[config.mk]
export PLATFORM = sky130hd
export DESIGN_NAME = aes_cfg_regs
export DESIGN_NICKNAME = d
export VERILOG_FILES = /design/src/hdl/aes_pkg.sv /design/src/hdl/aes_cfg_regs.sv
export SDC_FILE = /design/constraint.sdc
export NUM_CORES = 1
export LEC_CHECK = 0
export BUFFER_PORTS_ARGS = -buffer_cell sky130_fd_sc_hd__buf_2
export CELL_PAD_IN_SITES_DETAIL_PLACEMENT = 2
export CELL_PAD_IN_SITES_GLOBAL_PLACEMENT = 2
export CORE_AREA = 2 2 139 141
export CTS_BUF_LIST = sky130_fd_sc_hd__clkbuf_8
export CTS_CLUSTER_DIAMETER = 120
export CTS_CLUSTER_SIZE = 14
export DETAILED_ROUTE_END_ITERATION = 7
export DIE_AREA = 0 0 141 143
export PLACE_DENSITY = 0.95
export SETUP_SLACK_MARGIN = 0.5
export SLEW_MARGIN = 20
export SYNTH_ARGS = -nofsm -noshare
export SYNTH_HDL_FRONTEND = slang
export SYNTH_SLANG_ARGS = --single-unit
[constraint.sdc]
create_clock -name clk_i -period 2.9 [get_ports clk_i]
set_clock_uncertainty 0.05 [all_clocks]
set_input_delay 0.58 -clock clk_i [delete_from_list [all_inputs] [get_ports clk_i]]
set_output_delay 0.58 -clock clk_i [all_outputs]
set_load 0.03 [all_outputs]
[src/hdl/aes_pkg.sv]
// ----------------------------------------------------------------------------
// aes_pkg: shared types, tables and round functions for the AES-128 block
// Holds the S-boxes, GF(2^8) helpers and the per-round transforms.
// ----------------------------------------------------------------------------
`default_nettype none
package aes_pkg;

  localparam int unsigned NumRounds = 10;
  localparam int unsigned CfgAddrW  = 5;

  localparam logic [CfgAddrW-1:0] AddrKeyUpper   = 5'd0;
  localparam logic [CfgAddrW-1:0] AddrKeyLower   = 5'd8;
  localparam logic [CfgAddrW-1:0] AddrSwapEnable = 5'd16;

  typedef enum logic {
    ActEncrypt = 1'b0,
    ActDecrypt = 1'b1
  } action_e;

  // byte i of the block sits in bits [127-8i -: 8]
  typedef logic [127:0] block_t;

  // per-stage control travelling down the chain
  typedef struct packed {
    logic    valid;
    action_e action;
    logic    swap;
  } stage_ctl_t;

  function automatic logic [7:0] sbox_fwd(input logic [7:0] a);
    logic [7:0] t [256];
    t = '{
      8'h63,8'h7c,8'h77,8'h7b,8'hf2,8'h6b,8'h6f,8'hc5,8'h30,8'h01,8'h67,8'h2b,8'hfe,8'hd7,8'hab,8'h76,
      8'hca,8'h82,8'hc9,8'h7d,8'hfa,8'h59,8'h47,8'hf0,8'had,8'hd4,8'ha2,8'haf,8'h9c,8'ha4,8'h72,8'hc0,
      8'hb7,8'hfd,8'h93,8'h26,8'h36,8'h3f,8'hf7,8'hcc,8'h34,8'ha5,8'he5,8'hf1,8'h71,8'hd8,8'h31,8'h15,
      8'h04,8'hc7,8'h23,8'hc3,8'h18,8'h96,8'h05,8'h9a,8'h07,8'h12,8'h80,8'he2,8'heb,8'h27,8'hb2,8'h75,
      8'h09,8'h83,8'h2c,8'h1a,8'h1b,8'h6e,8'h5a,8'ha0,8'h52,8'h3b,8'hd6,8'hb3,8'h29,8'he3,8'h2f,8'h84,
      8'h53,8'hd1,8'h00,8'hed,8'h20,8'hfc,8'hb1,8'h5b,8'h6a,8'hcb,8'hbe,8'h39,8'h4a,8'h4c,8'h58,8'hcf,
      8'hd0,8'hef,8'haa,8'hfb,8'h43,8'h4d,8'h33,8'h85,8'h45,8'hf9,8'h02,8'h7f,8'h50,8'h3c,8'h9f,8'ha8,
      8'h51,8'ha3,8'h40,8'h8f,8'h92,8'h9d,8'h38,8'hf5,8'hbc,8'hb6,8'hda,8'h21,8'h10,8'hff,8'hf3,8'hd2,
      8'hcd,8'h0c,8'h13,8'hec,8'h5f,8'h97,8'h44,8'h17,8'hc4,8'ha7,8'h7e,8'h3d,8'h64,8'h5d,8'h19,8'h73,
      8'h60,8'h81,8'h4f,8'hdc,8'h22,8'h2a,8'h90,8'h88,8'h46,8'hee,8'hb8,8'h14,8'hde,8'h5e,8'h0b,8'hdb,
      8'he0,8'h32,8'h3a,8'h0a,8'h49,8'h06,8'h24,8'h5c,8'hc2,8'hd3,8'hac,8'h62,8'h91,8'h95,8'he4,8'h79,
      8'he7,8'hc8,8'h37,8'h6d,8'h8d,8'hd5,8'h4e,8'ha9,8'h6c,8'h56,8'hf4,8'hea,8'h65,8'h7a,8'hae,8'h08,
      8'hba,8'h78,8'h25,8'h2e,8'h1c,8'ha6,8'hb4,8'hc6,8'he8,8'hdd,8'h74,8'h1f,8'h4b,8'hbd,8'h8b,8'h8a,
      8'h70,8'h3e,8'hb5,8'h66,8'h48,8'h03,8'hf6,8'h0e,8'h61,8'h35,8'h57,8'hb9,8'h86,8'hc1,8'h1d,8'h9e,
      8'he1,8'hf8,8'h98,8'h11,8'h69,8'hd9,8'h8e,8'h94,8'h9b,8'h1e,8'h87,8'he9,8'hce,8'h55,8'h28,8'hdf,
      8'h8c,8'ha1,8'h89,8'h0d,8'hbf,8'he6,8'h42,8'h68,8'h41,8'h99,8'h2d,8'h0f,8'hb0,8'h54,8'hbb,8'h16
    };
    return t[a];
  endfunction

  function automatic logic [7:0] sbox_inv(input logic [7:0] a);
    logic [7:0] t [256];
    t = '{
      8'h52,8'h09,8'h6A,8'hD5,8'h30,8'h36,8'hA5,8'h38,8'hBF,8'h40,8'hA3,8'h9E,8'h81,8'hF3,8'hD7,8'hFB,
      8'h7C,8'hE3,8'h39,8'h82,8'h9B,8'h2F,8'hFF,8'h87,8'h34,8'h8E,8'h43,8'h44,8'hC4,8'hDE,8'hE9,8'hCB,
      8'h54,8'h7B,8'h94,8'h32,8'hA6,8'hC2,8'h23,8'h3D,8'hEE,8'h4C,8'h95,8'h0B,8'h42,8'hFA,8'hC3,8'h4E,
      8'h08,8'h2E,8'hA1,8'h66,8'h28,8'hD9,8'h24,8'hB2,8'h76,8'h5B,8'hA2,8'h49,8'h6D,8'h8B,8'hD1,8'h25,
      8'h72,8'hF8,8'hF6,8'h64,8'h86,8'h68,8'h98,8'h16,8'hD4,8'hA4,8'h5C,8'hCC,8'h5D,8'h65,8'hB6,8'h92,
      8'h6C,8'h70,8'h48,8'h50,8'hFD,8'hED,8'hB9,8'hDA,8'h5E,8'h15,8'h46,8'h57,8'hA7,8'h8D,8'h9D,8'h84,
      8'h90,8'hD8,8'hAB,8'h00,8'h8C,8'hBC,8'hD3,8'h0A,8'hF7,8'hE4,8'h58,8'h05,8'hB8,8'hB3,8'h45,8'h06,
      8'hD0,8'h2C,8'h1E,8'h8F,8'hCA,8'h3F,8'h0F,8'h02,8'hC1,8'hAF,8'hBD,8'h03,8'h01,8'h13,8'h8A,8'h6B,
      8'h3A,8'h91,8'h11,8'h41,8'h4F,8'h67,8'hDC,8'hEA,8'h97,8'hF2,8'hCF,8'hCE,8'hF0,8'hB4,8'hE6,8'h73,
      8'h96,8'hAC,8'h74,8'h22,8'hE7,8'hAD,8'h35,8'h85,8'hE2,8'hF9,8'h37,8'hE8,8'h1C,8'h75,8'hDF,8'h6E,
      8'h47,8'hF1,8'h1A,8'h71,8'h1D,8'h29,8'hC5,8'h89,8'h6F,8'hB7,8'h62,8'h0E,8'hAA,8'h18,8'hBE,8'h1B,
      8'hFC,8'h56,8'h3E,8'h4B,8'hC6,8'hD2,8'h79,8'h20,8'h9A,8'hDB,8'hC0,8'hFE,8'h78,8'hCD,8'h5A,8'hF4,
      8'h1F,8'hDD,8'hA8,8'h33,8'h88,8'h07,8'hC7,8'h31,8'hB1,8'h12,8'h10,8'h59,8'h27,8'h80,8'hEC,8'h5F,
      8'h60,8'h51,8'h7F,8'hA9,8'h19,8'hB5,8'h4A,8'h0D,8'h2D,8'hE5,8'h7A,8'h9F,8'h93,8'hC9,8'h9C,8'hEF,
      8'hA0,8'hE0,8'h3B,8'h4D,8'hAE,8'h2A,8'hF5,8'hB0,8'hC8,8'hEB,8'hBB,8'h3C,8'h83,8'h53,8'h99,8'h61,
      8'h17,8'h2B,8'h04,8'h7E,8'hBA,8'h77,8'hD6,8'h26,8'hE1,8'h69,8'h14,8'h63,8'h55,8'h21,8'h0C,8'h7D
    };
    return t[a];
  endfunction

  function automatic logic [7:0] rcon(input logic [3:0] r);
    logic [7:0] v;
    case (r)
      4'd0: v = 8'h01;
      4'd1: v = 8'h02;
      4'd2: v = 8'h04;
      4'd3: v = 8'h08;
      4'd4: v = 8'h10;
      4'd5: v = 8'h20;
      4'd6: v = 8'h40;
      4'd7: v = 8'h80;
      4'd8: v = 8'h1b;
      4'd9: v = 8'h36;
      default: v = 8'h00;
    endcase
    return v;
  endfunction

  function automatic logic [7:0] xt(input logic [7:0] v);
    return {v[6:0], 1'b0} ^ (v[7] ? 8'h1b : 8'h00);
  endfunction

  function automatic logic [7:0] gbyte(input block_t s, input int unsigned i);
    return s[127-8*i -: 8];
  endfunction

  function automatic block_t edge_swap(input block_t s);
    block_t t;
    t = s;
    t[127:120] = s[119:112];
    t[119:112] = s[127:120];
    t[15:8]    = s[7:0];
    t[7:0]     = s[15:8];
    return t;
  endfunction

  function automatic block_t sub_shift(input block_t s, input logic inv);
    block_t t;
    int unsigned src;
    t = '0;
    for (int c = 0; c < 4; c++) begin
      for (int r = 0; r < 4; r++) begin
        src = inv ? ((c - r + 4) & 3) : ((c + r) & 3);
        t[127-8*(4*c+r) -: 8] = inv ? sbox_inv(gbyte(s, 4*src+r))
                                    : sbox_fwd(gbyte(s, 4*src+r));
      end
    end
    return t;
  endfunction

  function automatic block_t mix(input block_t s, input logic inv);
    block_t t;
    logic [7:0] a [4];
    logic [7:0] x2, x4, x8;
    logic [7:0] m [4][4];
    t = '0;
    for (int c = 0; c < 4; c++) begin
      for (int j = 0; j < 4; j++) begin
        a[j] = gbyte(s, 4*c+j);
        x2 = xt(a[j]);
        x4 = xt(x2);
        x8 = xt(x4);
        // m[j][k]: a[j] times coefficient k of the row pattern
        if (inv) begin
          m[j][0] = x8 ^ x4 ^ x2;
          m[j][1] = x8 ^ x2 ^ a[j];
          m[j][2] = x8 ^ x4 ^ a[j];
          m[j][3] = x8 ^ a[j];
        end else begin
          m[j][0] = x2;
          m[j][1] = x2 ^ a[j];
          m[j][2] = a[j];
          m[j][3] = a[j];
        end
      end
      for (int r = 0; r < 4; r++) begin
        t[127-8*(4*c+r) -: 8] = m[0][(4-r)&3] ^ m[1][(5-r)&3]
                              ^ m[2][(6-r)&3] ^ m[3][(7-r)&3];
      end
    end
    return t;
  endfunction

  // next round key from the previous one; r counts from 0
  function automatic block_t key_next(input block_t k, input logic [3:0] r);
    logic [31:0] w [4];
    logic [31:0] g;
    block_t n;
    for (int i = 0; i < 4; i++) w[i] = k[127-32*i -: 32];
    g = {sbox_fwd(w[3][23:16]) ^ rcon(r), sbox_fwd(w[3][15:8]),
         sbox_fwd(w[3][7:0]), sbox_fwd(w[3][31:24])};
    w[0] = w[0] ^ g;
    w[1] = w[1] ^ w[0];
    w[2] = w[2] ^ w[1];
    w[3] = w[3] ^ w[2];
    n = {w[0], w[1], w[2], w[3]};
    return n;
  endfunction

endpackage
`default_nettype wire

[src/hdl/aes_cfg_regs.sv]
// ----------------------------------------------------------------------------
// aes_cfg_regs: APB register bank
// Key halves and swap enable, readable back.
// ----------------------------------------------------------------------------
`default_nettype none
module aes_cfg_regs
  import aes_pkg::*;
(
  input  wire logic                clk_i,
  input  wire logic                rst_ni,
  input  wire logic                psel,
  input  wire logic                penable,
  input  wire logic                pwrite,
  input  wire logic [CfgAddrW-1:0] paddr,
  input  wire logic [63:0]         pwdata,
  output logic      [63:0]         prdata,
  output logic                     pready,
  output block_t                   key_o,
  output logic                     swap_o
);
  logic [63:0] key_upper_q, key_lower_q;
  logic        swap_q;
  logic        wr;

  assign pready = 1'b1;
  assign wr     = psel & penable & pwrite;

  always_ff @(posedge clk_i or negedge rst_ni) begin
    if (!rst_ni) begin
      key_upper_q <= '0;
      key_lower_q <= '0;
      swap_q      <= 1'b1;
    end else if (wr) begin
      case (paddr)
        AddrKeyUpper:   key_upper_q <= pwdata;
        AddrKeyLower:   key_lower_q <= pwdata;
        AddrSwapEnable: swap_q      <= pwdata[0];
        default: ;
      endcase
    end
  end

  always_comb begin
    case (paddr)
      AddrKeyUpper:   prdata = key_upper_q;
      AddrKeyLower:   prdata = key_lower_q;
      AddrSwapEnable: prdata = {63'd0, swap_q};
      default:        prdata = '0;
    endcase
  end

  assign key_o  = {key_upper_q, key_lower_q};
  assign swap_o = swap_q;
endmodule
`default_nettype wire

# ---- Yosys cells after proc, flatten, opt, wreduce, memory -nomap -nowiden
# Index checks and enable logic that the tools add are counted.
# Widths: inputs -> output; s select.
dict set report classes {
  reduce_logical 4
  n_bitwise 2
  muxes 1
  n_eq_ne 2
}
# operator count
set ops {}
lappend ops {{$pmux 64 s3} 1}
lappend ops {{$reduce_and 2->1} 3}
lappend ops {{$eq 5x4->1 const B} 1}
lappend ops {{$eq 5x5->1 const B} 1}
lappend ops {{$logic_not 5->1} 1}
lappend ops {{$and 1x1->1} 2}
dict set report totals {
  output_inout_bits 194
  register_bits 129
  input_bits 74
}

# ---- Longest topological paths before layout
dict set report logic_depth {
  word_depth 3
  mapped_depth 5
}

# ---- Worst setup path after synthesis
# No wires, ideal clock.
dict set report synth_timing {
  path_type {input to output}
  from {input paddr[1]}
  to {output prdata[10]}
  setup_slack_ns 0.290
  n_path_buf 2
  stages 4
  arrival_time_ns 1.980
  required_time_ns 2.270
  cell_sequence {or4_4 > clkbuf_1 > clkbuf_1 > nor2_1}
}
dict set report synth_between {
  elab_chain_len 2
}
# item line_no
set synth_rtl {}
lappend synth_rtl {{from (decl)} aes_cfg_regs.sv:14} ;# input wire logic [CfgAddrW-1:0] paddr,
lappend synth_rtl {{$eq 5x5->1 (tied with other cells)} aes_cfg_regs.sv:44} ;# case (paddr)
lappend synth_rtl {{$pmux 64 s3 (*)} aes_cfg_regs.sv:44}
lappend synth_rtl {{to (decl)} aes_cfg_regs.sv:16} ;# output logic [63:0] prdata,
# Mark *: on every way between the ends. The rest lies on a longest branch, timed or not.

# ---- Worst setup path in the final report
dict set report layout_timing {
  from {input paddr[1]}
  to {output prdata[28]}
}
# Same word-level chain as after synthesis.

==> impl_metrics.csv <==
group,metric,value,unit
power_and_ir_drop,power_density,575.2,nW/um^2
timing,period_needed,2.555,ns
floorplanning,die-height,143,um
timing,rsz0062_at_grt,"true",
setup_path,reg2reg_setup_slack,2.01,ns
grt,grt_max_degree,130,
drt,wl_per_cell,21.59,um
synth,async_flop_share,1.000,
drt,vias,4552,
floorplanning,io_pins,268,
synth,ys.flop_type,"dfrtp_1",
cts,cts_root_buf,"clkbuf_8",
grt,grt_pass1_wl,31190,um
timing,fmax,391.3,MHz
synth,syn_area_per_cell,14.22,um^2
synth,syn_nets,498,
setup_path,rr_worst_depth,1,
floorplanning,die_x,141,um
cts,cts_setup_buffers,0,
timing,min_period_over_period,0.8811,
timing,report.final.slew_viol_count,0,
synth,seq_area_frac_synth,0.5357,
grt,grt_pass1_vias,5218,
drt,drtIter0Drc,97,
synth,synth_warnings,0,
synth,synth.distinct_cells,22,
worst_hold_path,hp-class,"in -> async",
power_and_ir_drop,p_leak,4.737,nW
timing,fin_setup_tns,0,ns
synth,synthTopCellsByArea,"dfrtp_1 (53%), mux2_4 (15%), mux2_2 (12%)",
layout,syn2layout_area_growth,42.01,%
floorplanning,start_util,0.3244,
synth,synthesis.instances,424,
floorplanning,dieArea,20160,um^2
setup_path,crit_path_max_fanout,33,
placed_design,dpl.cell_count,904,
placed_design,globalplace.congestion,0.7892,
cts,cts.clk_slew.worst_paths,0.09,ns
synth,synth_seq_cells,129,
grt,grt_antenna_before_repair,1,
setup_path,critPathCaptureType,"output port",
timing,setup_violations,0,
setup_path,cp-start-kind,"input pin",
layout,drive_gt1_frac,0.7009,
placed_design,dp_hpwl,14880,um
synth,yosys.area.top_type,"dfrtp_1",
cts,clk_path_buf_depth,2,
cts,numCtsBuffers,17,
synth,synth_top_area_share,0.5313,
timing,tightest_slew,0.7332,ns
setup_path,timing.rr.start,"key_upper_q[63]",
setup_path,crit_type,"in -> out",
cts,ctsResizeCount,2,
floorplanning,core,18580,um^2
synth,synth_edf_count,0,
cts,insertion_delay,0.43,ns
layout,nets,763,
drt,detail-route-antenna-nets,0,
timing,max_slew_margin,0.5112,
cts,htreeDepth,4,
cts,cts_sinks,129,
placed_design,portBuffers,266,
run,max-cap-violations,0,
power_and_ir_drop,ir_drop,0.0002754,V
run_status,status,"finished clean",
setup_path,cp_data_required_time,2.27,ns
floorplanning,fp-row-count,50,
synth,syn_area,6028,um^2
drt,firstDrtPassIters,4,
grt,grt_usage,0.2026,
timing,hold_viol_final,0,
cts,cts_hold_buf,0,
drt,avgViaCountPerCell,4.858,
grt,grt.overflow.total,0,
setup_path,worstReg2RegEnd,"key_upper_q[63]",
layout,layout.cells.non_filler,937,
cts,cts_tree,"yes",
drt,drcViolationCount,0,
drt,totalWireLength,20230,um
setup_path,arrival,1.93,ns
-- registers in the layout, indices dropped and copies added (netlist names) --
register,count
key_lower_q,64
key_upper_q,64
swap_o,1
-- routing by layer --
layer  vias to the layer above  GRT usage  part of all wire
li1                       2010          -                 -
met1                      2351     0.2223              0.37
met2                       166     0.3856              0.56
met3                        25    0.04427             0.047
met4                         0    0.07000             0.018
met5                         -          0                 0
-- metrics by stage --
stage | hold slack (ns) | utilization | area (um^2) | worst slack, ns | total power [mW]
final | 0.1764 | 0.4607 | 8561 | 0.3447 | 4.924
after global routing | 0.2280 | 0.4607 | 8561 | 0.3202 | 5.119
after CTS | 0.2113 | 0.4593 | 8533 | 0.3606 | 5.010
after detailed placement | 0.4702 | 0.4333 | 8051 | 0.3176 | 3.098
after global placement | 0.4531 | 0.4333 | 8051 | 0.3656 | 3.028
after floorplan | 0.2344 | - | 6456 | 0.3509 | 2.711
-- cell type report --
cell class,count,area (um^2)
diodes,1,2.502
clock buffers,17,234.0
clock inverters,15,242.7
fillers,1852,10020
inverters,2,7.507
multi-input cells,265,3025
flip-flops and latches,129,3229
well taps,234,292.8
repair buffers,274,1526
-- logic make-up (layout without fill, tap and decap cells) --
| group | count (synthesis) | in the layout | share of synthesized area |
|---|---|---|---|
| AO/OA/AOI/OAI | 1 | 1 | 0.001038 |
| buffers and inverters | 30 | 308 | 0.02968 |
| flip-flops | 129 | 129 | 0.5357 |
| multiplexers | 193 | 193 | 0.3846 |
| other | 1 | 2 | 0.0006221 |
| AND/OR/NAND/NOR | 70 | 70 | 0.04836 |
-- how the worst max path moves through the flow --
| stage | start | end | slack (ns) | cells after the start |
|---|---|---|---|---|
| 2_1_floorplan | paddr[1] | prdata[10] | 0.35 | 4 |
| 3_3_place_gp | paddr[1] | key_lower_q[30] | 0.37 | 5 |
| 3_5_place_dp | paddr[1] | key_lower_q[38] | 0.32 | 5 |
| 4_1_cts | paddr[1] | prdata[55] | 0.36 | 5 |
| 5_1_grt | paddr[1] | prdata[8] | 0.32 | 5 |
| 6_report | paddr[1] | prdata[28] | 0.34 | 5 |
-- power by group --
part | internal, mW | switching (mW) | total, mW | leakage [nW]
Combinational | 0.352 | 0.617 | 0.969 | 2.75
Clock | 1.11 | 0.762 | 1.87 | 0.238
Sequential | 1.95 | 0.139 | 2.09 | 1.75
Total | 3.41 | 1.52 | 4.92 | 4.74
-- worst max-delay path, stage by stage --
cell,delay (ns)
buf_2,0.10
or4_4,0.60
buf_12,0.23
nor2_4,0.13
buf_2,0.21
-- cell usage in the layout, fill, tap and decap left out, types with 4 or more instances in the layout --
cell	synthesis	routed
dfrtp_1	128	128
clkinv_4	0	4
buf_2	8	252
mux2_4	60	60
mux2i_1	64	64
bufinv_16	0	6
mux2_2	64	64
clkbuf_4	0	10
inv_1	2	4
buf_12	0	8
buf_4	1	4
clkbuf_8	0	17
nor2_4	0	50
nor2_2	0	10
mux2_1	5	5
-- cell usage after synthesis (all sizes together) (2+ instances only) --
cell      n
dfrtp   128
buf      20
mux2i    64
inv       2
clkbuf    8
nor3      2
or4       2
nor2     63
mux2    129
Note: power is estimated with default switching activity, not from simulation.
