**src/hdl/aes_pkg.sv**
```systemverilog
// ----------------------------------------------------------------------------
// aes_pkg: shared types, tables and round functions for the AES-128 block
// Holds the S-boxes, GF(2^8) helpers and the per-round transforms.
// ----------------------------------------------------------------------------
`default_nettype none
package aes_pkg;

  localparam int unsigned NumRounds = 10;
  localparam int unsigned CfgAddrW  = 5;

  localparam logic [CfgAddrW-1:0] AddrKeyUpper   = 5'd0;
  localparam logic [CfgAddrW-1:0] AddrKeyLower   = 5'd8;
  localparam logic [CfgAddrW-1:0] AddrSwapEnable = 5'd16;

  typedef enum logic {
    ActEncrypt = 1'b0,
    ActDecrypt = 1'b1
  } action_e;

  // byte i of the block sits in bits [127-8i -: 8]
  typedef logic [127:0] block_t;

  // per-stage control travelling down the chain
  typedef struct packed {
    logic    valid;
    action_e action;
    logic    swap;
  } stage_ctl_t;

  function automatic logic [7:0] sbox_fwd(input logic [7:0] a);
    logic [7:0] t [256];
    t = '{
      8'h63,8'h7c,8'h77,8'h7b,8'hf2,8'h6b,8'h6f,8'hc5,8'h30,8'h01,8'h67,8'h2b,8'hfe,8'hd7,8'hab,8'h76,
      8'hca,8'h82,8'hc9,8'h7d,8'hfa,8'h59,8'h47,8'hf0,8'had,8'hd4,8'ha2,8'haf,8'h9c,8'ha4,8'h72,8'hc0,
      8'hb7,8'hfd,8'h93,8'h26,8'h36,8'h3f,8'hf7,8'hcc,8'h34,8'ha5,8'he5,8'hf1,8'h71,8'hd8,8'h31,8'h15,
      8'h04,8'hc7,8'h23,8'hc3,8'h18,8'h96,8'h05,8'h9a,8'h07,8'h12,8'h80,8'he2,8'heb,8'h27,8'hb2,8'h75,
      8'h09,8'h83,8'h2c,8'h1a,8'h1b,8'h6e,8'h5a,8'ha0,8'h52,8'h3b,8'hd6,8'hb3,8'h29,8'he3,8'h2f,8'h84,
      8'h53,8'hd1,8'h00,8'hed,8'h20,8'hfc,8'hb1,8'h5b,8'h6a,8'hcb,8'hbe,8'h39,8'h4a,8'h4c,8'h58,8'hcf,
      8'hd0,8'hef,8'haa,8'hfb,8'h43,8'h4d,8'h33,8'h85,8'h45,8'hf9,8'h02,8'h7f,8'h50,8'h3c,8'h9f,8'ha8,
      8'h51,8'ha3,8'h40,8'h8f,8'h92,8'h9d,8'h38,8'hf5,8'hbc,8'hb6,8'hda,8'h21,8'h10,8'hff,8'hf3,8'hd2,
      8'hcd,8'h0c,8'h13,8'hec,8'h5f,8'h97,8'h44,8'h17,8'hc4,8'ha7,8'h7e,8'h3d,8'h64,8'h5d,8'h19,8'h73,
      8'h60,8'h81,8'h4f,8'hdc,8'h22,8'h2a,8'h90,8'h88,8'h46,8'hee,8'hb8,8'h14,8'hde,8'h5e,8'h0b,8'hdb,
      8'he0,8'h32,8'h3a,8'h0a,8'h49,8'h06,8'h24,8'h5c,8'hc2,8'hd3,8'hac,8'h62,8'h91,8'h95,8'he4,8'h79,
      8'he7,8'hc8,8'h37,8'h6d,8'h8d,8'hd5,8'h4e,8'ha9,8'h6c,8'h56,8'hf4,8'hea,8'h65,8'h7a,8'hae,8'h08,
      8'hba,8'h78,8'h25,8'h2e,8'h1c,8'ha6,8'hb4,8'hc6,8'he8,8'hdd,8'h74,8'h1f,8'h4b,8'hbd,8'h8b,8'h8a,
      8'h70,8'h3e,8'hb5,8'h66,8'h48,8'h03,8'hf6,8'h0e,8'h61,8'h35,8'h57,8'hb9,8'h86,8'hc1,8'h1d,8'h9e,
      8'he1,8'hf8,8'h98,8'h11,8'h69,8'hd9,8'h8e,8'h94,8'h9b,8'h1e,8'h87,8'he9,8'hce,8'h55,8'h28,8'hdf,
      8'h8c,8'ha1,8'h89,8'h0d,8'hbf,8'he6,8'h42,8'h68,8'h41,8'h99,8'h2d,8'h0f,8'hb0,8'h54,8'hbb,8'h16
    };
    return t[a];
  endfunction

  function automatic logic [7:0] sbox_inv(input logic [7:0] a);
    logic [7:0] t [256];
    t = '{
      8'h52,8'h09,8'h6A,8'hD5,8'h30,8'h36,8'hA5,8'h38,8'hBF,8'h40,8'hA3,8'h9E,8'h81,8'hF3,8'hD7,8'hFB,
      8'h7C,8'hE3,8'h39,8'h82,8'h9B,8'h2F,8'hFF,8'h87,8'h34,8'h8E,8'h43,8'h44,8'hC4,8'hDE,8'hE9,8'hCB,
      8'h54,8'h7B,8'h94,8'h32,8'hA6,8'hC2,8'h23,8'h3D,8'hEE,8'h4C,8'h95,8'h0B,8'h42,8'hFA,8'hC3,8'h4E,
      8'h08,8'h2E,8'hA1,8'h66,8'h28,8'hD9,8'h24,8'hB2,8'h76,8'h5B,8'hA2,8'h49,8'h6D,8'h8B,8'hD1,8'h25,
      8'h72,8'hF8,8'hF6,8'h64,8'h86,8'h68,8'h98,8'h16,8'hD4,8'hA4,8'h5C,8'hCC,8'h5D,8'h65,8'hB6,8'h92,
      8'h6C,8'h70,8'h48,8'h50,8'hFD,8'hED,8'hB9,8'hDA,8'h5E,8'h15,8'h46,8'h57,8'hA7,8'h8D,8'h9D,8'h84,
      8'h90,8'hD8,8'hAB,8'h00,8'h8C,8'hBC,8'hD3,8'h0A,8'hF7,8'hE4,8'h58,8'h05,8'hB8,8'hB3,8'h45,8'h06,
      8'hD0,8'h2C,8'h1E,8'h8F,8'hCA,8'h3F,8'h0F,8'h02,8'hC1,8'hAF,8'hBD,8'h03,8'h01,8'h13,8'h8A,8'h6B,
      8'h3A,8'h91,8'h11,8'h41,8'h4F,8'h67,8'hDC,8'hEA,8'h97,8'hF2,8'hCF,8'hCE,8'hF0,8'hB4,8'hE6,8'h73,
      8'h96,8'hAC,8'h74,8'h22,8'hE7,8'hAD,8'h35,8'h85,8'hE2,8'hF9,8'h37,8'hE8,8'h1C,8'h75,8'hDF,8'h6E,
      8'h47,8'hF1,8'h1A,8'h71,8'h1D,8'h29,8'hC5,8'h89,8'h6F,8'hB7,8'h62,8'h0E,8'hAA,8'h18,8'hBE,8'h1B,
      8'hFC,8'h56,8'h3E,8'h4B,8'hC6,8'hD2,8'h79,8'h20,8'h9A,8'hDB,8'hC0,8'hFE,8'h78,8'hCD,8'h5A,8'hF4,
      8'h1F,8'hDD,8'hA8,8'h33,8'h88,8'h07,8'hC7,8'h31,8'hB1,8'h12,8'h10,8'h59,8'h27,8'h80,8'hEC,8'h5F,
      8'h60,8'h51,8'h7F,8'hA9,8'h19,8'hB5,8'h4A,8'h0D,8'h2D,8'hE5,8'h7A,8'h9F,8'h93,8'hC9,8'h9C,8'hEF,
      8'hA0,8'hE0,8'h3B,8'h4D,8'hAE,8'h2A,8'hF5,8'hB0,8'hC8,8'hEB,8'hBB,8'h3C,8'h83,8'h53,8'h99,8'h61,
      8'h17,8'h2B,8'h04,8'h7E,8'hBA,8'h77,8'hD6,8'h26,8'hE1,8'h69,8'h14,8'h63,8'h55,8'h21,8'h0C,8'h7D
    };
    return t[a];
  endfunction

  function automatic logic [7:0] rcon(input logic [3:0] r);
    logic [7:0] v;
    case (r)
      4'd0: v = 8'h01;
      4'd1: v = 8'h02;
      4'd2: v = 8'h04;
      4'd3: v = 8'h08;
      4'd4: v = 8'h10;
      4'd5: v = 8'h20;
      4'd6: v = 8'h40;
      4'd7: v = 8'h80;
      4'd8: v = 8'h1b;
      4'd9: v = 8'h36;
      default: v = 8'h00;
    endcase
    return v;
  endfunction

  function automatic logic [7:0] xt(input logic [7:0] v);
    return {v[6:0], 1'b0} ^ (v[7] ? 8'h1b : 8'h00);
  endfunction

  function automatic logic [7:0] gbyte(input block_t s, input int unsigned i);
    return s[127-8*i -: 8];
  endfunction

  function automatic block_t edge_swap(input block_t s);
    block_t t;
    t = s;
    t[127:120] = s[119:112];
    t[119:112] = s[127:120];
    t[15:8]    = s[7:0];
    t[7:0]     = s[15:8];
    return t;
  endfunction

  function automatic block_t sub_shift(input block_t s, input logic inv);
    block_t t;
    int unsigned src;
    t = '0;
    for (int c = 0; c < 4; c++) begin
      for (int r = 0; r < 4; r++) begin
        src = inv ? ((c - r + 4) & 3) : ((c + r) & 3);
        t[127-8*(4*c+r) -: 8] = inv ? sbox_inv(gbyte(s, 4*src+r))
                                    : sbox_fwd(gbyte(s, 4*src+r));
      end
    end
    return t;
  endfunction

  function automatic block_t mix(input block_t s, input logic inv);
    block_t t;
    logic [7:0] a [4];
    logic [7:0] x2, x4, x8;
    logic [7:0] m [4][4];
    t = '0;
    for (int c = 0; c < 4; c++) begin
      for (int j = 0; j < 4; j++) begin
        a[j] = gbyte(s, 4*c+j);
        x2 = xt(a[j]);
        x4 = xt(x2);
        x8 = xt(x4);
        // m[j][k]: a[j] times coefficient k of the row pattern
        if (inv) begin
          m[j][0] = x8 ^ x4 ^ x2;
          m[j][1] = x8 ^ x2 ^ a[j];
          m[j][2] = x8 ^ x4 ^ a[j];
          m[j][3] = x8 ^ a[j];
        end else begin
          m[j][0] = x2;
          m[j][1] = x2 ^ a[j];
          m[j][2] = a[j];
          m[j][3] = a[j];
        end
      end
      for (int r = 0; r < 4; r++) begin
        t[127-8*(4*c+r) -: 8] = m[0][(4-r)&3] ^ m[1][(5-r)&3]
                              ^ m[2][(6-r)&3] ^ m[3][(7-r)&3];
      end
    end
    return t;
  endfunction

  // next round key from the previous one; r counts from 0
  function automatic block_t key_next(input block_t k, input logic [3:0] r);
    logic [31:0] w [4];
    logic [31:0] g;
    block_t n;
    for (int i = 0; i < 4; i++) w[i] = k[127-32*i -: 32];
    g = {sbox_fwd(w[3][23:16]) ^ rcon(r), sbox_fwd(w[3][15:8]),
         sbox_fwd(w[3][7:0]), sbox_fwd(w[3][31:24])};
    w[0] = w[0] ^ g;
    w[1] = w[1] ^ w[0];
    w[2] = w[2] ^ w[1];
    w[3] = w[3] ^ w[2];
    n = {w[0], w[1], w[2], w[3]};
    return n;
  endfunction

endpackage
`default_nettype wire

```
**src/hdl/aes_key_cell.sv**
```systemverilog
// ----------------------------------------------------------------------------
// aes_key_cell: one step of the round key chain
// Registers the next round key worked out from the previous cell's key.
// ----------------------------------------------------------------------------
`default_nettype none
module aes_key_cell
  import aes_pkg::*;
#(
  parameter int unsigned Round = 0
) (
  input  wire logic clk_i,
  input  wire logic rst_ni,
  input  block_t    key_i,
  output block_t    key_o
);
  block_t key_q, key_d;

  assign key_d = key_next(key_i, 4'(Round));

  always_ff @(posedge clk_i or negedge rst_ni) begin
    if (!rst_ni) begin
      key_q <= '0;
    end else begin
      key_q <= key_d;
    end
  end

  assign key_o = key_q;
endmodule
`default_nettype wire

```
**config.mk**
```make
export PLATFORM = sky130hd
export DESIGN_NAME = aes_key_cell
export DESIGN_NICKNAME = d
export VERILOG_FILES = /design/src/hdl/aes_pkg.sv /design/src/hdl/aes_key_cell.sv
export SDC_FILE = /design/constraint.sdc
export NUM_CORES = 1
export LEC_CHECK = 0
export BUFFER_PORTS_ARGS = -buffer_cell sky130_fd_sc_hd__buf_2
export CORE_AREA = 2 2 180 182
export CTS_CLUSTER_SIZE = 40
export DETAILED_ROUTE_END_ITERATION = 10
export DIE_AREA = 0 0 182 184
export PLACE_DENSITY = 0.87
export SETUP_SLACK_MARGIN = 0.02
export SLEW_MARGIN = 20
export SYNTH_ARGS = -nofsm -noshare
export SYNTH_HDL_FRONTEND = slang
export SYNTH_SLANG_ARGS = --single-unit
```
**constraint.sdc**
```tcl
create_clock -name clk_i -period 0.8 [get_ports clk_i]
set_input_delay 0.12 -clock clk_i [delete_from_list [all_inputs] [get_ports clk_i]]
set_output_delay 0.12 -clock clk_i [all_outputs]
set_load 0.02 [all_outputs]
```
==> summary.md, run 1 <==
| Metric | Value |
|---|---|
| GPL Wtd Cong | `approximately 1.3` |
| Leading area contributor after synthesis | `dfrtp_1` |
| Synth Instances | `approximately 2400` |
| Post-synthesis sequential area ratio | `16.77%` |
| Status | `did not finish` |
| Commonest cells post-synth | `177 x a21oi_1, 161 x nor2_1, 148 x nand2_1` |
| Port bufs | `257` |
| Clock Root Buffer | `clkbuf_16` |
| Share of the synthesized area in the top cell type | `16.77%` |
| Setup Fix Bufs, Post-CTS | `102` |
| Main synth FF type | `dfrtp_1` |
| Post-synth cell types | `114` |
| Clock sinks | `128` |
| Most common cell in the synthesized netlist | `a21oi_1` |
| CTS resizes | `871` |
| Mapped Area | `19100 um2` |
| Detail Placement HPWL | `about 80000 um` |
| Stopped at | `clock tree synthesis (4_1_cts)` |
| Area after DPL | `26660 um2` |
| Rows | `between 60 and 70` |
| First Err | `[ERROR DPL-0038] Utilization greater than 100%, impossible to legalize` |
| Synthesized area per cell | `7.835 um2` |
| Yosys reg bits | `128` |
| YS warnings | `0` |
| Top Ports | `approximately 260` |
| Post-synth EDFFs | `0` |
| Post-synth ARST share | `between 90% and 100%` |
| Num CTS Buffers | `17` |
| Die width | `182 um` |
| DIE HEIGHT | `184 um` |
| Top cells by area, synth | `dfrtp_1 17%, a21oi_1 4.6%, xnor2_1 4.5%` |
| Max clock buf depth | `2` |
| # hold bufs at CTS | `36` |
| Initial Util | `between 60% and 70%` |
| H-tree levels | `4` |
| Syn Nets | `2628` |
cells by family after synthesis:
family,share of synthesized area (%)
AO/OA/AOI/OAI,32.23
XOR/XNOR,10.87
adder cells (fa/ha/maj),3.930
buffers and inverters,9.295
flip-flops,16.77
multiplexers,6.465
AND/OR/NAND/NOR,20.44
per-stage QoR:
step	hold WS, ns	instances	utilization [%]	worst slack [ns]	TNS, ns
global placement	-0.02715	3668	84.94	-2.186	-229.09
floorplan	-0.1756	2438	-	-1.928	-189.89
detailed placement	-0.02423	3668	84.94	-2.343	-246.21
==> run 2, diff against run 1 <==
- CORE_AREA: 2 2 180 182 -> 2 2 222 224
- CTS_CLUSTER_SIZE: 40 -> unset
- DIE_AREA: 0 0 182 184 -> 0 0 224 226
- PLACE_DENSITY: 0.87 -> unset
- PLACE_DENSITY_LB_ADDON: unset -> 0.15
- SETUP_SLACK_MARGIN: 0.02 -> unset
==> summary.md, run 2 <==
| Metric | Value |
|---|---|
| Final worst setup slack | `-1.516 ns` |
| Top Ports | `258 (unchanged)` |
| Worst-path maximum fanout | `5` |
| Num CTS Buffers | `17 (unchanged)` |
| GPL Wtd Cong | `1.081 (was 1.303)` |
| Crit start category | `primary input` |
| First-pass iteration count of the detailed router | `10` |
| Rows | `81 (was 65)` |
| Die ar. | `just over 50000 um2` |
| DR vias/cell | `6.522` |
| Port bufs | `257 (unchanged)` |
| Vias in the first global route | `approximately 26000` |
| YS warnings | `0 (unchanged)` |
| Initial Util | `39.51% (was 60.84%)` |
| Die width | `224 um (was 182 um)` |
| Gr ovfl total | `0` |
| Slew Limit Fails | `0` |
| Commonest non-fill, non-tap cells in the layout | `919 x buf_4, 256 x buf_6, 146 x a21oi_1` |
| Fin Setup TNS | `-202.12 ns` |
| Share of the synthesized area in the top cell type | `16.77% (unchanged)` |
| Crit path max-delay cell type | `ha_4` |
| # DRC | `0` |
| Post-synth cell types | `114 (unchanged)` |
| CP startpoint | `key_i[8]` |
| First-pass GRT wire length | `167700 um` |
| TritonCTS clock tree | `yes` |
| Leading area contributor after synthesis | `dfrtp_1 (unchanged)` |
| Detail Placement HPWL | `85800 um (was 82430 um)` |
| Final Hold Fails | `9` |
| WS Path Type | `in2reg` |
| # hold bufs at CTS | `41 (was 36)` |
| Post-synthesis adder-cell area fraction | `3.930% (unchanged)` |
| Commonest cells post-synth | `177 x a21oi_1, 161 x nor2_1, 148 x nand2_1 (unchanged)` |
| Final setup fails | `around 260` |
| Syn Nets | `2628 (unchanged)` |
| Crit path largest cell delay | `0.38 ns` |
| Clock slew seen by the registers of the worst setup and hold paths | `0.07 ns` |
| DIE HEIGHT | `226 um (was 184 um)` |
| H-tree levels | `4 (unchanged)` |
| Net count, final | `3766` |
| Antenna Nets Post-Route | `0` |
| Synth Area in Simple Gates | `20.44% (unchanged)` |
| F_max | `431.8 MHz` |
| Post-Synth XOR/XNOR Area | `10.87% (unchanged)` |
| Crit path cell chain | `buf_12, clkinvlp_4, ha_4, buf_6, nand2b_4, buf_4, a32oi_1, a311oi_1, a21oi_2, mux2i_4, xor2_4, xnor2_1` |
| Layout area overhead | `80.91%` |
| Hold Path Origin | `key_i[82]` |
| Post-synth ARST share | `100.0% (unchanged)` |
| Fraction of synthesized area in multiplexers | `6.465% (unchanged)` |
| Max-slew headroom | `between 50% and 60%` |
| Core area | `48340 um2` |
| Routed WL per cell | `between 20 and 30 um` |
| Max clock buf depth | `2 (unchanged)` |
| Period utilization | `289.5%` |
| Mapped Area | `19100 um2 (unchanged)` |
| Main combinational cell family by area after synthesis | `compound AO/OA/AOI/OAI gates (unchanged)` |
| Pwr dens | `~1400 nW/um2` |
| RSZ-0062 raised after global routing | `yes` |
| Max cap viols | `0` |
| Synthesized area per cell | `7.835 um2 (unchanged)` |
| Max FFs per register | `128` |
| Slew at the pin with the worst max-slew slack | `0.6081 ns` |
| Static Leakage | `0.01489 uW` |
| CP endpoint kind | `flop` |
| Initial antenna violation count | `1` |
| Path type of the worst min-delay path | `in2reg` |
| Period minus WS final | `around 2.3 ns` |
| Largest net degree at the start of global routing | `42` |
| CP arrival | `2.69 ns` |
| Core Util, Final | `between 70 and 80%` |
| Clock sinks | `128 (unchanged)` |
| Post-synthesis sequential area ratio | `16.77% (unchanged)` |
| Top cells by area, synth | `dfrtp_1 17%, a21oi_1 4.6%, xnor2_1 4.5% (unchanged)` |
| VDD IR-drop max | `1.084 mV` |
| Total Routing Usage GR | `43.81%` |
| Routed via count | `27470` |
| Status | `complete, but fails checks (was did not finish)` |
| Failing checks | `negative hold slack, negative setup slack` |
| Yosys reg bits | `128 (unchanged)` |
| Synth Area in Compound Gates | `32.23% (unchanged)` |
| Pre-CTS setup slack | `-2.295 ns (was -2.343 ns)` |
| Most common cell in the synthesized netlist | `a21oi_1 (unchanged)` |
| Clock Root Buffer | `clkbuf_16 (unchanged)` |
| Synth Instances | `2438 (unchanged)` |
| Final wirelength | `116700 um` |
| Min Hold Slack | `-0.07644 ns` |
| Main synth FF type | `dfrtp_1 (unchanged)` |
| Share of layout cells above drive strength 1 | `between 50 and 60%` |
| 1st-iter DRT viols | `~4300` |
| Most common cell after layout, fill and taps aside | `buf_4` |
| Post-synth EDFFs | `0 (unchanged)` |
| Worst endpoint required time | `1.17 ns` |
## run 2: cell counts after synthesis
Identical to the previous run, type by type.
## run 2: kinds of logic (layout without fill, tap and decap cells)
logic type,Yosys count,in the layout
muxes,76,76
buffers and inverters,344,1495
and+or+nand+nor,764,764
other,0,1
xor gates and xnor gates,190,190
adders and majority gates,60,60
AOI/OAI and AO/OA,876,876
DFF,128,128
## run 2: worst paths after layout
kind | end | slack (ns) | cells after the start
max | key_o[51] | -1.52 | 12
min | key_o[82] | -0.08 | 2
max in group asynchronous | key_o[121] | 0.21 | 3
min in group asynchronous | key_o[77] | 0.10 | 2
## run 2: repair_timing
action | 4_1_cts | 5_1_grt
pin swaps | 216 | 149
endpoints found under the hold margin | 183 | 7
cloned | 3 | 0
resized for setup | 566 | 484
buffers inserted | 100 | 49
setup endpoints to repair | 256 | 256
## run 2: worst max-delay path: cells and delay by family
| kind | cells | cell delay (ns) |
|---|---|---|
| adder cells (fa/ha/maj) | 1 | 0.38 |
| multiplexers | 1 | 0.38 |
| buffers and inverters | 4 | 0.56 |
| AO/OA/AOI/OAI | 3 | 0.56 |
| AND/OR/NAND/NOR | 1 | 0.20 |
| XOR/XNOR | 2 | 0.49 |
## run 2: where the power goes
part	switching (uW)	internal, uW	leakage (uW)
combinational	15700	14700	0.0131
sequential	1190	8270	0.00149
clock	3620	4460	0.000280
total	20500	27500	0.0149
## run 2: routing by layer
metal  GRT usage, %  part of all wire (%)  vias up  wire (um)
li1               -                     -    11433          -
met1          57.30                    37    13038      43690
met2          66.88                    43     2345      50610
met3          9.537                    12      654      13640
met4          24.75                   7.5        0       8720
met5              0                     0        -          0
## run 2: cell type report
cell class / count / area, um2
clock inverter: 14 / 145.1
inverter: 63 / 325.3
clock buffer: 18 / 439.2
timing repair buffer: 1400 / 12170
tap: 622 / 778.2
fill: 3598 / 13790
antenna: 1 / 2.502
multi-input combinational: 1966 / 17490
sequential: 128 / 3208
## run 2: metrics by stage
stage | total power (uW) | instances | hold WS, ns | area [um2]
3_3_place_gp | 31730 | 4017 | 0.001171 | 28040
2_1_floorplan | 20900 | 2438 | -0.1756 | 19920
5_1_grt | 49320 | 4212 | -0.07306 | 34560
6_report | 48020 | 4212 | -0.07644 | 34560
4_1_cts | 43270 | 4176 | -0.07607 | 32350
3_5_place_dp | 31910 | 4017 | 0.004568 | 28040
Note: power is estimated with default switching activity, not from simulation.
==> run 3, diff against run 2 <==
- BUFFER_PORTS_ARGS: -buffer_cell sky130_fd_sc_hd__buf_2 -> unset
- CORE_AREA: 2 2 222 224 -> 2 2 234 213
- DIE_AREA: 0 0 224 226 -> 0 0 236 215
- DONT_BUFFER_PORTS: unset -> 1
==> summary.md, run 3 (synthesized netlist as in run 2, its figures left out) <==
| Metric | Value |
|---|---|
| Status | `complete, but fails checks (unchanged)` |
| Failing checks | `negative hold slack, negative setup slack (unchanged)` |
| Core Util, Final | `60.80% (was 71.48%)` |
| ANT cells | `0 (was 1)` |
| DR vias/cell | `6.548 (was 6.522)` |
| # DRC | `0 (unchanged)` |
| Layout area overhead | `54.26% (was 80.91%)` |
| Static Leakage | `0.01178 uW (was 0.01489 uW)` |
| Most common cell after layout, fill and taps aside | `buf_4 (unchanged)` |
| Fin Setup TNS | `-176.51 ns (was -202.12 ns)` |
| Switching power | `16300 uW (was 20550 uW)` |
| Share of layout cells above drive strength 1 | `47.48% (was 55.20%)` |
| Gr ovfl total | `0 (unchanged)` |
| Antenna Nets Post-Route | `0 (unchanged)` |
| Max FFs per register | `128 (unchanged)` |
| Worst-path maximum fanout | `36 (was 5)` |
| Final wirelength | `103400 um (was 116700 um)` |
| Crit start category | `primary input (unchanged)` |
| Slew at the pin with the worst max-slew slack | `0.7273 ns (was 0.6081 ns)` |
| 1st-iter DRT viols | `3648 (was 4346)` |
| Proportion of power drawn by the clock network | `20.8% (was 16.8%)` |
| Final Hold Fails | `152 (was 9)` |
| First-pass iteration count of the detailed router | `6 (was 10)` |
| Total Routing Usage GR | `39.21% (was 43.81%)` |
| Worst endpoint required time | `1.19 ns (was 1.17 ns)` |
| Commonest non-fill, non-tap cells in the layout | `634 x buf_4, 147 x a21oi_1, 132 x nand2_1 (was 919 x buf_4, 256 x buf_6, 146 x a21oi_1)` |
| WS Path Type | `in2reg (unchanged)` |
| Top Ports | `258 (unchanged)` |
| Min Hold Slack | `-0.6539 ns (was -0.07644 ns)` |
| Clock Root Buffer | `clkbuf_16 (unchanged)` |
| Net count, final | `3209 (was 3766)` |
| Power share of the combinational group | `49.6% (was 63.5%)` |
| Slew Limit Fails | `0 (unchanged)` |
| Final worst setup slack | `-1.465 ns (was -1.516 ns)` |
| Max clock buf depth | `2 (unchanged)` |
| Final setup fails | `256 (unchanged)` |
| Pwr dens | `1359 nW/um2 (was 1390 nW/um2)` |
| Die width | `236 um (was 224 um)` |
| Num CTS Buffers | `17 (unchanged)` |
| Pre-CTS setup slack | `-2.081 ns (was -2.295 ns)` |
| Period minus WS final | `2.265 ns (was 2.316 ns)` |
| H-tree levels | `4 (unchanged)` |
| Reg power frac | `29.6% (was 19.7%)` |
| Vias in the first global route | `23092 (was 26398)` |
| CP arrival | `2.65 ns (was 2.69 ns)` |
| Max cap viols | `0 (unchanged)` |
| Detail Placement HPWL | `72710 um (was 85800 um)` |
| CP endpoint kind | `flop (unchanged)` |
| Clock slew seen by the registers of the worst setup and hold paths | `0.06 ns (was 0.07 ns)` |
| Switching Share | `40.69% (was 42.79%)` |
| Power Internal | `23750 uW (was 27470 uW)` |
| Rows | `77 (was 81)` |
| Routed via count | `23987 (was 27470)` |
| Path type of the worst min-delay path | `in2async (was in2reg)` |
| F_max | `441.6 MHz (was 431.8 MHz)` |
| TritonCTS clock tree | `yes (unchanged)` |
| DIE HEIGHT | `215 um (was 226 um)` |
| Clock sinks | `128 (unchanged)` |
| Initial antenna violation count | `1 (unchanged)` |
| Core area | `48460 um2 (was 48340 um2)` |
| Max-slew headroom | `51.41% (was 59.12%)` |
| Port bufs | `0 (was 257)` |
| First-pass GRT wire length | `151400 um (was 167700 um)` |
| GPL Wtd Cong | `1.015 (was 1.081)` |
| CP startpoint | `key_i[9] (was key_i[8])` |
| Die ar. | `50740 um2 (was 50620 um2)` |
| Initial Util | `39.42% (was 39.51%)` |
| RSZ-0062 raised after global routing | `yes (unchanged)` |
| Largest net degree at the start of global routing | `152 (was 42)` |
| VDD IR-drop max | `1.776 mV (was 1.084 mV)` |
| Period utilization | `283.1% (was 289.5%)` |
| Routed WL per cell | `28.23 um (was 27.70 um)` |
[run 3: changes by cell type in the layout (fill, tap and decap cells not counted), moves of 7 or more]
cell and delta:
buf_12 -28, buf_4 -285, nor2_4 -9, dfrtp_2 +93, buf_6 -158, a221oi_2 -7, inv_6 -7, nand2b_1 +7
dfrtp_1 -93, buf_2 -112, dlygate4sd3_1 +33
[run 3: final timing paths]
path                       cells after the start         end  slack, ns
setup / recovery                              12   key_o[50]      -1.46
hold / removal                                 0    key_o[4]      -0.65
max in group asynchronous                      0   key_o[34]       1.17
min in group clk_i                             1  key_o[110]      -0.22
[run 3: power by group through the flow]
stage                     Combinational (uW)  Sequential (uW)  Clock [uW]
after floorplan                         9720            11200           0
after global placement                 15500            11700           0
after detailed placement               15500            11600           0
after CTS                              18000            11900        8470
after global routing                   20700            12000        8750
final                                  19900            11900        8310
[run 3: routing by layer]
layer / wire, um / up-vias / GRT usage (%) / part of all wire (%)
li1: - / 10318 / - / -
met1: 42180 / 11695 / 54.03 / 41
met2: 44630 / 1656 / 58.78 / 43
met3: 11990 / 316 / 9.762 / 12
met4: 4591 / 2 / 15.16 / 4.4
met5: 7 / - / 0 / 0.0068
[run 3: cell type report]
class	count	area (um2)
clock buffer	18	439.2
clock inverter	13	163.9
fill	4288	19000
inverter	63	342.8
multi-input combinational	1966	17080
sequential	128	3324
tap	632	790.8
timing repair buffer	843	7320
[run 3: worst max-delay path, cell delays in order]
cell and delay, ns:
clkinvlp_4 0.14, ha_4 0.39, nor2_2 0.07, buf_4 0.13, o21ai_1 0.14, a211oi_1 0.11
a311oi_2 0.42, mux2i_1 0.28, o2111ai_2 0.19, xor2_2 0.34, buf_4 0.17, xor2_1 0.14
[run 3: what timing repair did]
action | 4_1_cts | 5_1_grt
hold endpoints to repair | 244 | 156
gates resized for setup | 464 | 251
hold buffers | 73 | 1
pin swaps | 174 | 163
endpoints found under the setup margin | 256 | 256
setup buffers | 62 | 45
[run 3: through the flow]
stage | total power (uW) | hold slack, ns | instances | area (um2)
4_1_cts | 38390 | -0.6897 | 3635 | 28010
3_3_place_gp | 27170 | -0.1733 | 3482 | 24420
3_5_place_dp | 27130 | -0.1740 | 3482 | 24420
2_1_floorplan | 20900 | -0.1756 | 2438 | 19920
5_1_grt | 41460 | -0.6783 | 3663 | 29460
6_report | 40050 | -0.6539 | 3663 | 29460
